--- src/design/vnsd_pkg.sv ---
// Package for the video no-signal detector: widths, register indexes,
// the configuration record and the record passed between the pipeline stages.
// No dependencies.
`default_nettype none

package vnsd_pkg;

    // Fixed widths of the pixel components and the limit register.
    localparam int COLOR_BITS = 8;
    localparam int LIMIT_BITS = 16;

    // Coordinate and dark-frame counter widths.
    localparam int COORD_BITS = 12;
    localparam int COUNT_BITS = 16;

    // Width of the configuration write data: the widest register.
    localparam int CFG_DATA_BITS = (LIMIT_BITS > COORD_BITS) ? LIMIT_BITS : COORD_BITS;
    localparam int CFG_ADDR_BITS = 3;

    // Width in which the counter and the limit are compared.
    localparam int CMP_BITS = (COUNT_BITS > LIMIT_BITS) ? COUNT_BITS : LIMIT_BITS;

    localparam logic [LIMIT_BITS-1:0] FRAME_LIMIT_RESET = LIMIT_BITS'(40);

    typedef enum logic [CFG_ADDR_BITS-1:0] {
        REG_THRESH_RED   = 3'd0,
        REG_THRESH_GREEN = 3'd1,
        REG_THRESH_BLUE  = 3'd2,
        REG_FRAME_LIMIT  = 3'd3,
        REG_WIN_X_START  = 3'd4,
        REG_WIN_Y_START  = 3'd5,
        REG_WIN_X_END    = 3'd6,
        REG_WIN_Y_END    = 3'd7
    } cfg_index_t;

    typedef struct packed {
        logic [COLOR_BITS-1:0] thresh_red;
        logic [COLOR_BITS-1:0] thresh_green;
        logic [COLOR_BITS-1:0] thresh_blue;
        logic [LIMIT_BITS-1:0] frame_limit;
        logic [COORD_BITS-1:0] win_x_start;
        logic [COORD_BITS-1:0] win_y_start;
        logic [COORD_BITS-1:0] win_x_end;
        logic [COORD_BITS-1:0] win_y_end;
    } cfg_t;

    // One classified pixel leaving the input stage.
    typedef struct packed {
        logic fire;    // the staged pixel moves on this cycle
        logic bright;  // inside the window and above a threshold
        logic last;    // last pixel of its frame
    } pix_stage_t;

endpackage

`default_nettype wire

--- src/design/vnsd_intf.sv ---
// Stream interfaces of the video no-signal detector: pixel beats in,
// per-frame result beats out. Depends on vnsd_pkg.
`default_nettype none

interface vnsd_pix_if;
    logic                            valid;
    logic                            ready;
    logic [vnsd_pkg::COLOR_BITS-1:0] pix_red;
    logic [vnsd_pkg::COLOR_BITS-1:0] pix_green;
    logic [vnsd_pkg::COLOR_BITS-1:0] pix_blue;
    logic [vnsd_pkg::COORD_BITS-1:0] col;
    logic [vnsd_pkg::COORD_BITS-1:0] row;
    logic                            frame_end;

    modport source (output valid, pix_red, pix_green, pix_blue, col, row, frame_end,
                    input ready);
    modport sink (input valid, pix_red, pix_green, pix_blue, col, row, frame_end,
                  output ready);
endinterface

interface vnsd_res_if;
    logic valid;
    logic ready;
    logic frame_usable;
    logic signal_present;

    modport source (output valid, frame_usable, signal_present, input ready);
    modport sink (input valid, frame_usable, signal_present, output ready);
endinterface

`default_nettype wire

--- src/design/vnsd_cfg_regs.sv ---
// Configuration register file of the video no-signal detector.
// Depends on vnsd_pkg.
`default_nettype none

module vnsd_cfg_regs (
    input  wire logic                               clk,
    input  wire logic                               rst_n,
    input  wire logic                               cfg_we,
    input  wire logic [vnsd_pkg::CFG_ADDR_BITS-1:0] cfg_addr,
    input  wire logic [vnsd_pkg::CFG_DATA_BITS-1:0] cfg_data,
    output vnsd_pkg::cfg_t                          cfg
);

    vnsd_pkg::cfg_t cfg_reg;
    vnsd_pkg::cfg_t cfg_next;

    always_comb
    begin
        cfg_next = cfg_reg;
        if (cfg_we)
        begin
            case (vnsd_pkg::cfg_index_t'(cfg_addr))
                vnsd_pkg::REG_THRESH_RED:
                    cfg_next.thresh_red = cfg_data[vnsd_pkg::COLOR_BITS-1:0];
                vnsd_pkg::REG_THRESH_GREEN:
                    cfg_next.thresh_green = cfg_data[vnsd_pkg::COLOR_BITS-1:0];
                vnsd_pkg::REG_THRESH_BLUE:
                    cfg_next.thresh_blue = cfg_data[vnsd_pkg::COLOR_BITS-1:0];
                vnsd_pkg::REG_FRAME_LIMIT:
                    cfg_next.frame_limit = cfg_data[vnsd_pkg::LIMIT_BITS-1:0];
                vnsd_pkg::REG_WIN_X_START:
                    cfg_next.win_x_start = cfg_data[vnsd_pkg::COORD_BITS-1:0];
                vnsd_pkg::REG_WIN_Y_START:
                    cfg_next.win_y_start = cfg_data[vnsd_pkg::COORD_BITS-1:0];
                vnsd_pkg::REG_WIN_X_END:
                    cfg_next.win_x_end = cfg_data[vnsd_pkg::COORD_BITS-1:0];
                vnsd_pkg::REG_WIN_Y_END:
                    cfg_next.win_y_end = cfg_data[vnsd_pkg::COORD_BITS-1:0];
                default:
                    cfg_next = cfg_reg;
            endcase
        end
    end

    always_ff @(posedge clk or negedge rst_n)
    begin
        if (!rst_n)
        begin
            cfg_reg              <= '0;
            cfg_reg.frame_limit  <= vnsd_pkg::FRAME_LIMIT_RESET;
        end
        else
        begin
            cfg_reg <= cfg_next;
        end
    end

    assign cfg = cfg_reg;

endmodule

`default_nettype wire

--- src/design/vnsd_pixel_check.sv ---
// Input stage: registers each pixel beat as a bright/last flag pair after
// the window and threshold tests. Depends on vnsd_pkg and vnsd_intf.
`default_nettype none

module vnsd_pixel_check (
    input  wire logic         clk,
    input  wire logic         rst_n,
    input  wire vnsd_pkg::cfg_t cfg,
    vnsd_pix_if.sink          pix,
    input  wire logic         out_free,
    output vnsd_pkg::pix_stage_t stage
);

    logic valid_reg;
    logic valid_next;
    logic bright_reg;
    logic last_reg;
    logic in_window;
    logic dark;
    logic fire;
    logic take;

    // The window test; an empty window (start not below end) matches nothing.
    assign in_window = (pix.col >= cfg.win_x_start) && (pix.col < cfg.win_x_end) &&
                       (pix.row >= cfg.win_y_start) && (pix.row < cfg.win_y_end);
    assign dark   = (pix.pix_red <= cfg.thresh_red) &&
                    (pix.pix_green <= cfg.thresh_green) &&
                    (pix.pix_blue <= cfg.thresh_blue);

    // Only a frame-end pixel waits for room in the result register.
    assign fire      = valid_reg && (!last_reg || out_free);
    assign pix.ready = !valid_reg || fire;
    assign take      = pix.valid && pix.ready;

    always_comb
    begin
        valid_next = valid_reg;
        if (take)
            valid_next = 1'b1;
        else if (fire)
            valid_next = 1'b0;
    end

    always_ff @(posedge clk or negedge rst_n)
    begin
        if (!rst_n)
            valid_reg <= 1'b0;
        else
            valid_reg <= valid_next;
    end

    always_ff @(posedge clk)
    begin
        if (take)
        begin
            bright_reg <= in_window && !dark;
            last_reg   <= pix.frame_end;
        end
    end

    assign stage.fire   = fire;
    assign stage.bright = bright_reg;
    assign stage.last   = last_reg;

endmodule

`default_nettype wire

--- src/design/vnsd_frame_judge.sv ---
// Frame stage: tracks whether the current frame stayed dark, counts dark
// frames, keeps the signal flag and holds the result register.
// Depends on vnsd_pkg and vnsd_intf.
`default_nettype none

module vnsd_frame_judge (
    input  wire logic                 clk,
    input  wire logic                 rst_n,
    input  wire vnsd_pkg::cfg_t       cfg,
    input  wire vnsd_pkg::pix_stage_t stage,
    output logic                      out_free,
    vnsd_res_if.source                res
);

    localparam logic [vnsd_pkg::COUNT_BITS-1:0] COUNT_MAX = '1;

    logic                              all_dark_reg;
    logic                              all_dark_next;
    logic [vnsd_pkg::COUNT_BITS-1:0]   count_reg;
    logic [vnsd_pkg::COUNT_BITS-1:0]   count_next;
    logic                              lost_reg;
    logic                              lost_next;
    logic                              res_valid_reg;
    logic                              res_valid_next;
    logic                              usable_reg;
    logic                              present_reg;

    logic                              frame_dark;
    logic                              judge;
    logic                              lost_kept;
    logic                              usable;
    logic [vnsd_pkg::CMP_BITS-1:0]     limit;
    logic [vnsd_pkg::CMP_BITS-1:0]     count_old_w;
    logic [vnsd_pkg::CMP_BITS-1:0]     count_new_w;

    assign out_free   = !res_valid_reg || res.ready;
    assign judge      = stage.fire && stage.last;
    assign frame_dark = all_dark_reg && !stage.bright;

    // A limit of zero behaves as one.
    assign limit = (cfg.frame_limit == '0) ? vnsd_pkg::CMP_BITS'(1)
                                            : vnsd_pkg::CMP_BITS'(cfg.frame_limit);
    assign count_old_w = vnsd_pkg::CMP_BITS'(count_reg);

    always_comb
    begin
        lost_kept = lost_reg;
        if (frame_dark)
        begin
            count_next = (count_reg != COUNT_MAX) ? count_reg + 1'b1 : count_reg;
        end
        else
        begin
            count_next = '0;
            if (count_old_w >= limit)
                lost_kept = 1'b0;
        end
    end

    assign count_new_w = vnsd_pkg::CMP_BITS'(count_next);
    assign usable      = count_new_w < limit;
    assign lost_next   = (count_new_w == limit) ? 1'b1 : lost_kept;

    always_comb
    begin
        all_dark_next = all_dark_reg;
        if (judge)
            all_dark_next = 1'b1;
        else if (stage.fire && stage.bright)
            all_dark_next = 1'b0;
    end

    always_comb
    begin
        res_valid_next = res_valid_reg;
        if (judge)
            res_valid_next = 1'b1;
        else if (res.ready)
            res_valid_next = 1'b0;
    end

    always_ff @(posedge clk or negedge rst_n)
    begin
        if (!rst_n)
        begin
            all_dark_reg  <= 1'b1;
            count_reg     <= '0;
            lost_reg      <= 1'b0;
            res_valid_reg <= 1'b0;
        end
        else
        begin
            all_dark_reg  <= all_dark_next;
            res_valid_reg <= res_valid_next;
            if (judge)
            begin
                count_reg <= count_next;
                lost_reg  <= lost_next;
            end
        end
    end

    always_ff @(posedge clk)
    begin
        if (judge)
        begin
            usable_reg  <= usable;
            present_reg <= !lost_next;
        end
    end

    assign res.valid          = res_valid_reg;
    assign res.frame_usable   = usable_reg;
    assign res.signal_present = present_reg;

endmodule

`default_nettype wire

--- src/design/video_no_signal_detector_top.sv ---
// Top level of the video no-signal detector.
// Depends on vnsd_pkg, vnsd_intf, vnsd_cfg_regs, vnsd_pixel_check, vnsd_frame_judge.
//
// Channel | Direction | Beat contents
// --------+-----------+---------------------------------------------------------
// pix     | in        | pix_red, pix_green, pix_blue, col, row, frame_end
// res     | out       | frame_usable, signal_present (one beat per frame)
// cfg     | in        | cfg_we, cfg_addr, cfg_data (plain register writes)
//
// The block takes one pixel beat every clock cycle while no frame-end pixel
// waits. Each pixel is tested against the window and the thresholds on its
// way into the input register; the frame judgement runs between that
// register and the result register, which registers each frame result.
// Only a frame-end pixel waits on a result that has not yet been taken; any
// other pixel moves on regardless, so a stalled result channel holds back the
// pixel stream only when a second frame end arrives behind it.
// Reset is asynchronous and active low; it clears the counter and the signal
// flag, marks the current frame as dark and loads the register defaults.
`default_nettype none

module video_no_signal_detector_top (
    input  wire logic                               clk,
    input  wire logic                               rst_n,
    input  wire logic                               cfg_we,
    input  wire logic [vnsd_pkg::CFG_ADDR_BITS-1:0] cfg_addr,
    input  wire logic [vnsd_pkg::CFG_DATA_BITS-1:0] cfg_data,
    vnsd_pix_if.sink                                pix,
    vnsd_res_if.source                              res
);

    vnsd_pkg::cfg_t       cfg;
    vnsd_pkg::pix_stage_t stage;
    logic                 out_free;

    // Register file; the user must write it only while the stream is idle, the block does not enforce this.
    vnsd_cfg_regs u_cfg_regs (
        .clk      (clk),
        .rst_n    (rst_n),
        .cfg_we   (cfg_we),
        .cfg_addr (cfg_addr),
        .cfg_data (cfg_data),
        .cfg      (cfg)
    );

    // Window and threshold test, registered per pixel.
    vnsd_pixel_check u_pixel_check (
        .clk      (clk),
        .rst_n    (rst_n),
        .cfg      (cfg),
        .pix      (pix),
        .out_free (out_free),
        .stage    (stage)
    );

    // Dark-frame counting and the result register.
    vnsd_frame_judge u_frame_judge (
        .clk      (clk),
        .rst_n    (rst_n),
        .cfg      (cfg),
        .stage    (stage),
        .out_free (out_free),
        .res      (res)
    );

endmodule

`default_nettype wire
--- src/flat_wrapper.sv ---
// flat-port wrapper written by rule: the top's interface ports become plain ports
module video_no_signal_detector_top_flat 
  (clk, rst_n, cfg_we, cfg_addr, cfg_data, pix_valid, pix_pix_red, pix_pix_green, pix_pix_blue, pix_col, pix_row, pix_frame_end, pix_ready, res_valid, res_frame_usable, res_signal_present, res_ready);
  vnsd_pix_if pix_i ();
  vnsd_res_if res_i ();
  input  wire logic clk;
  input  wire logic rst_n;
  input  wire logic cfg_we;
  input  wire logic [vnsd_pkg::CFG_ADDR_BITS-1:0] cfg_addr;
  input  wire logic [vnsd_pkg::CFG_DATA_BITS-1:0] cfg_data;
  input wire logic [$bits(pix_i.valid)-1:0] pix_valid;
  input wire logic [$bits(pix_i.pix_red)-1:0] pix_pix_red;
  input wire logic [$bits(pix_i.pix_green)-1:0] pix_pix_green;
  input wire logic [$bits(pix_i.pix_blue)-1:0] pix_pix_blue;
  input wire logic [$bits(pix_i.col)-1:0] pix_col;
  input wire logic [$bits(pix_i.row)-1:0] pix_row;
  input wire logic [$bits(pix_i.frame_end)-1:0] pix_frame_end;
  output wire logic [$bits(pix_i.ready)-1:0] pix_ready;
  output wire logic [$bits(res_i.valid)-1:0] res_valid;
  output wire logic [$bits(res_i.frame_usable)-1:0] res_frame_usable;
  output wire logic [$bits(res_i.signal_present)-1:0] res_signal_present;
  input wire logic [$bits(res_i.ready)-1:0] res_ready;
  assign pix_i.valid = pix_valid;
  assign pix_i.pix_red = pix_pix_red;
  assign pix_i.pix_green = pix_pix_green;
  assign pix_i.pix_blue = pix_pix_blue;
  assign pix_i.col = pix_col;
  assign pix_i.row = pix_row;
  assign pix_i.frame_end = pix_frame_end;
  assign pix_ready = pix_i.ready;
  assign res_valid = res_i.valid;
  assign res_frame_usable = res_i.frame_usable;
  assign res_signal_present = res_i.signal_present;
  assign res_i.ready = res_ready;
  video_no_signal_detector_top u_core (.clk(clk), .rst_n(rst_n), .cfg_we(cfg_we), .cfg_addr(cfg_addr), .cfg_data(cfg_data), .pix(pix_i), .res(res_i));
endmodule
--- config.mk ---
export PLATFORM = sky130hd
export DESIGN_NAME = video_no_signal_detector_top_flat
export DESIGN_NICKNAME = d
export VERILOG_FILES = /design/src/design/vnsd_pkg.sv /design/src/design/vnsd_intf.sv /design/src/design/vnsd_cfg_regs.sv /design/src/design/vnsd_pixel_check.sv /design/src/design/vnsd_frame_judge.sv /design/src/design/video_no_signal_detector_top.sv /design/src/flat_wrapper.sv
export SDC_FILE = /design/constraint.sdc
export NUM_CORES = 1
export LEC_CHECK = 0
export BUFFER_PORTS_ARGS = -buffer_cell sky130_fd_sc_hd__buf_2
export CORE_MARGIN = 2
export CORE_UTILIZATION = 30
export CTS_CLUSTER_SIZE = 40
export DETAILED_ROUTE_END_ITERATION = 8
export GPL_ROUTABILITY_DRIVEN = 0
export PLACE_DENSITY = 0.52
export SLEW_MARGIN = 20
export SYNTH_ARGS = -nofsm -noshare
export SYNTH_HDL_FRONTEND = slang
export SYNTH_SLANG_ARGS = --single-unit
--- constraint.sdc ---
create_clock -name clk -period 5.35 [get_ports clk]
set_input_delay 0 -clock clk [delete_from_list [all_inputs] [get_ports clk]]
set_output_delay 0 -clock clk [all_outputs]
set_load 0.05 [all_outputs]
# After elaboration in Yosys (flattened, before gate mapping)
# Index checks and enable logic that the tools add are counted.
# classes
n_addsub	1
order_cmp	9
eq_ne	9
n_mux	12
reduce_logical	33
# op_table
operator	count
16-bit two-way mux	3
12-bit greater-or-equal comparator	2
8-bit <= comparator	3
12-bit less-than comparator	2
16-bit by 1-bit adder with 16-bit output (second input constant)	1
16-bit == test	1
16-bit greater-or-equal comparator	1
16-bit zero test	1
16-bit less-than comparator	1
16-bit != test (second input constant)	1
2-bit AND reduction	8
3-bit == test (second input constant)	4
1-bit logical AND	11
1-bit two-way mux	9
3-bit by 2-bit == test with 1-bit output (second input constant)	2
1-bit zero test	6
2-bit nonzero test	3
3-bit by 1-bit == test with 1-bit output (second input constant)	1
3-bit zero test	1
1-bit logical OR	3
# totals
reg_bits	112
in_bits	73
out_inout_bits	4
word_cells	81

# Logic depth before layout (Yosys ltp)
# logic_depth
ltp_word	7
depth_mapped	14
ltp_nobuf	13

# By module
# Synthesis repeated with hierarchy kept, for this count alone.
# hier_totals
hier_cells	714
hier_area_um2	7470.9
# by_module_without_submodules
module	n_inst	cells_each	area_each_um2	seq_area_each_um2
vnsd_cfg_regs	1	193	3355.7	2204.6
vnsd_frame_judge	1	272	2267.2	536.8
vnsd_pixel_check	1	249	1848.0	85.1

# Worst setup path before layout
# No wires, ideal clock.
# synth_timing
path_type	reg-to-reg
start	reg u_core.u_frame_judge.count_reg, in the netlist u_core.u_frame_judge.count_old_w[7]
end	reg u_core.u_frame_judge.usable_reg, in the netlist u_core.u_frame_judge.res.frame_usable (data pin)
setup_ns	0.259
t_arrival_ns	2.450
required_ns	5.091
setup_slack_ns	2.641
stages_incl_launch_ff	14
n_path_buf	2
period_less_slack_ns	2.709
path_cell_list	dfrtp_1 > buf_6 > nand4_4 > nor3_2 > nand2_1 > buf_2 > nand2_1 > xor2_1 > nor2_1 > ha_1 > nand4_1 > or3_1 > o21ai_0 > a21oi_1
# synth_via
elab_chain_cells	4
elab_cells_between_ends	5
cone_classes	add/sub (1); order compare (1); eq/ne (1); mux (2)
# synth_lines
item	line_no	source
start, declared	vnsd_frame_judge.sv:19	logic [vnsd_pkg::COUNT_BITS-1:0] count_reg;
start signal, assigned	vnsd_frame_judge.sv:97	count_reg <= count_next;
16-bit != test	vnsd_frame_judge.sv:50	count_next = (count_reg != COUNT_MAX) ? count_reg + 1'b1 : count_reg;
16-bit two-way mux	vnsd_frame_judge.sv:50	
16-bit two-way mux	vnsd_frame_judge.sv:48	if (frame_dark)
via u_core.u_frame_judge.count_new_w (one bit)	vnsd_frame_judge.sv:34	logic [vnsd_pkg::CMP_BITS-1:0] count_new_w;
16-bit less-than comparator	vnsd_frame_judge.sv:61	assign usable = count_new_w < limit;
via u_core.u_frame_judge.usable	vnsd_frame_judge.sv:31	logic usable;
end signal, assigned	vnsd_frame_judge.sv:107	usable_reg <= usable;
end, declared	vnsd_frame_judge.sv:25	logic usable_reg;
# The timed path passes the listed nets, and every way through them passes these cells.
# A chain may end at the register's enable or synchronous reset.

# Worst setup path in the final report
# Same ends and word-level chain as after synthesis.

==> summary.md <==
| Metric | Value |
|---|---|
| Clock sink count | 112 |
| Worst hold path type | in -> reg |
| Vias in the first global route | 5334 |
| Iter 0 DRT Violations | 275 |
| Power per cell area | 295.0 nW/um2 |
| Row count | 56 |
| Final Hold Vio Count | 0 |
| Largest delay contributor family on the critical path | simple AND/OR/NAND/NOR gates |
| Largest net degree at the start of global routing | 73 |
| Max Slew Vio Count | 0 |
| Synth area leader | dfrtp_1 |
| Fin cells | 1140 |
| CTS tree | done |
| Register area share after synthesis | 0.3933 |
| CTS buffer count | 9 |
| Clock Skews | 0.01446 ns |
| Largest register FFs | 88 |
| Congestion Overflow GR | 0 |
| Leakage power | 4.048 nW |
| Layout cells sized above 1 | 0.2122 |
| DRC | 0 |
| Fillers | 2381 |
| I/O Pins | 77 |
| Die area | 25210 um2 |
| Final setup fails | 0 |
| Post-synth top area share | 0.3657 |
| Critical Path RT | 5.46 ns |
| Crit path largest cell delay | 0.57 ns |
| Dpl cells | 1107 |
| Critical Path End Type | flip-flop |
| WP depth | 11 |
| Die width | 158.8 um |
| Yosys warns | 0 |
| WP buf/inv | 0 |
| Ys flop type | dfrtp_1 |
| Synth Area in XOR/XNOR | 0.01341 |
| Post-CTS Setup Repair Bufs | 0 |
| Reg-to-Reg End | u_core.u_frame_judge.res.frame_usable |
| Simple-Gate Fraction of Synth Area | 0.1315 |
| Relative slew slack | 0.3561 |
| Setup CP Type | reg -> reg |
| Power, Total | 2.471 mW |
| First-pass iteration count of the detailed router | 6 |
| Avg Inst Size Synth | 9.898 um2 |
| Status | completed |
| Largest family of logic cells by synthesized area | adder cells |
| Antenna violations before repair | 2 |
| Initial Util | 0.3061 |
| Routed WL | 16.78 mm |
| Largest fanout on the critical path | 13 |
| Root buf cell | clkbuf_16 |
| Data arrival, critical path | 3.36 ns |
| Register bit total from synthesis | 112 |
| Hpwl dp | 12.69 mm |
| Antenna Nets Post-Route | 0 |
| Mapped Area | 7186 um2 |
| R2R depth | 11 |
| Multiplexer share of the synthesized area | 0.09072 |
| Post-synth EDFFs | 4 |
| Overall global routing resource usage | 0.1386 |
| Crit path launch type | flip-flop |
| Cells taking the most area after synthesis | dfrtp_1 37%, ha_1 18%, mux2_2 8.9% |
| Unrepaired setup endpoints after global routing | false |
| Cts repair resizes | 0 |
| Drt via density | 4.742 |
| Compound-gate portion of the synthesized area | 0.1320 |
| Critical path endpoint | u_core.u_frame_judge.res.frame_usable |
| Reg clk slew, reported paths | 0.08 ns |
| # port buffers | 76 |
| Area growth, synth to finish | 16.54% |
| Core ar. | 23470 um2 |
| Design Area, Final | 8374 um2 |
| Flop-to-flop setup slack | 2.11 ns |
| Max Clock Freq | 0.3084 GHz |
| Max cap viols | 0 |
| Post-layout min period | 3.242 ns |
| H-tree depth | 3 |
| CP cell instances | nand4_4 > nor3_2 > nand2_1 > nand3_1 > xor2_1 > nor2_1 > ha_1 > nand4_1 > or3_1 > o21ai_0 > a21oi_1 |
| Nets | 991 |
| Slowest-stage cell, CP | dfrtp_1 |
| Tcrit/Tclk final | 0.6061 |
| Setup TNS | 0 ns |
| Worst r2r src | u_core.u_frame_judge.count_old_w[7] |
| Worst-Skew Late Latency | 0.37 ns |
| Die H | 158.8 um |
| Distinct cells, synth | 63 |
| First-pass GRT wire length | 27.74 mm |
| Cells after Synth | 726 |
| Syn_nets | 902 |
| Maximum vdd drop | 0.1349 mV |
| Adder-Cell Fraction of Synth Area | 0.1793 |
| Post-DP Area | 7925 um2 |
| Critical Path Start | u_core.u_frame_judge.count_old_w[7] |
| Wirelength per Cell | 14.72 um |
| Ys async rst share | 0.9643 |
| DR vias | 5406 |
| Worst slew pin tran | 0.9658 ns |
| Clock tree buffer depth | 2 |
## cells in the final DEF (no fill, tap or decap), drive strengths merged, types with 3 or more instances in the layout
cell         Yosys  layout
o21a             3       3
nand3           20      20
edfxtp           4       4
nand2b           8       8
xor2             6       6
and3             4       4
nand4b           5       5
or3              4       4
nand4           24      24
ha             103     103
a21o            18      18
buf              8      81
xnor2            5       5
nor2            25      25
o211ai           5       5
o21ai           57      57
clkbuf          11       9
a31oi            5       5
nor3b            3       3
nor3             8       8
inv             89      92
nand2           58      58
nor4             5       5
mux2            57      57
a21oi           44      44
dfrtp          105     105
dfstp            3       3
dlygate4sd3      0      16
clkinvlp         0       3
nor2b            6       6
o31ai            7       7
## repair_timing
action | in CTS | in global routing
setup endpoints to repair | 0 | 0
hold endpoints to repair | 75 | 0
hold buffers | 16 | 0
## where the power goes
group	internal, mW	switching, mW
Combinational	0.323	0.379
Sequential	1.01	0.0865
Clock	0.326	0.347
Total	1.66	0.813
## worst min path at each step
stage,startpoint,endpoint,depth (start not counted)
floorplan,rst_n,u_core.u_cfg_regs.cfg[0],0
global placement,rst_n,u_core.u_cfg_regs.cfg[30],1
detailed placement,rst_n,u_core.u_cfg_regs.cfg[30],1
CTS,cfg_data[6],u_core.u_cfg_regs.cfg[70],3
global route,cfg_data[6],u_core.u_cfg_regs.cfg[70],3
finish,cfg_data[6],u_core.u_cfg_regs.cfg[78],3
## area by class of cell
type | count | area, um2 | share of cell area
Multi-Input combinational cell | 505 | 3941 | 0.4706
Clock buffer | 9 | 225.2 | 0.02689
Sequential cell | 112 | 2826 | 0.3375
Tap cell | 319 | 399.1 | 0.04766
Clock inverter | 7 | 61.31 | 0.007321
Timing Repair Buffer | 97 | 580.6 | 0.06933
Inverter | 90 | 337.8 | 0.04034
Antenna cell | 1 | 2.502 | 0.0002988
## synth_stat cells (2+ instances only)
library cell	n
nor4_1	5
nor3b_1	3
o31ai_1	7
a21o_1	18
inv_1	89
ha_1	103
xor2_1	6
nand2b_1	8
o211ai_1	5
nor3_2	2
buf_1	4
nor2_1	25
clkbuf_1	11
nor3_1	5
mux2_2	57
buf_6	2
nor2b_1	6
dfrtp_1	105
or3_1	3
and3_1	3
xnor2_1	5
o21bai_1	2
nand4_1	22
a2111o_1	2
nand4b_1	5
a211oi_1	2
a21oi_1	43
dfstp_2	3
a31oi_1	5
nand3_1	19
a21boi_0	2
nand2_1	58
o21ai_0	56
edfxtp_1	4
o21a_1	3
## worst reg2reg max path: stages (launching register included)
cell,delay (ns)
dfrtp_1,0.57
nand4_4,0.18
nor3_2,0.36
nand2_1,0.36
nand3_1,0.24
xor2_1,0.17
nor2_1,0.06
ha_1,0.31
nand4_1,0.10
or3_1,0.42
o21ai_0,0.17
a21oi_1,0.05
## metal layers
layer / global-route usage / wire (um) / vias to the layer above
met2: 0.2187 / 7589 / 97
li1: - / - / 2758
met5: 0 / 11 / -
met4: 0.04587 / 331 / 2
met1: 0.1867 / 8081 / 2525
met3: 0.03292 / 767 / 24
## through the flow
step	util	setup WS [ns]	hold WS [ns]
detailed placement	0.3376	2.143	0.01026
finish	0.3568	2.108	0.003851
global route	0.3567	1.818	0.01210
global placement	0.3374	2.203	0.01142
floorplan	-	2.641	-0.2956
CTS	0.3567	2.136	0.001364
## kinds of logic after synthesis
group | after synthesis
compound gates | 156
simple gates | 177
mux | 58
buf+inv | 109
xor+xnor | 11
flops | 112
fa+ha+maj | 103
Power figures use the tool's default switching activity.
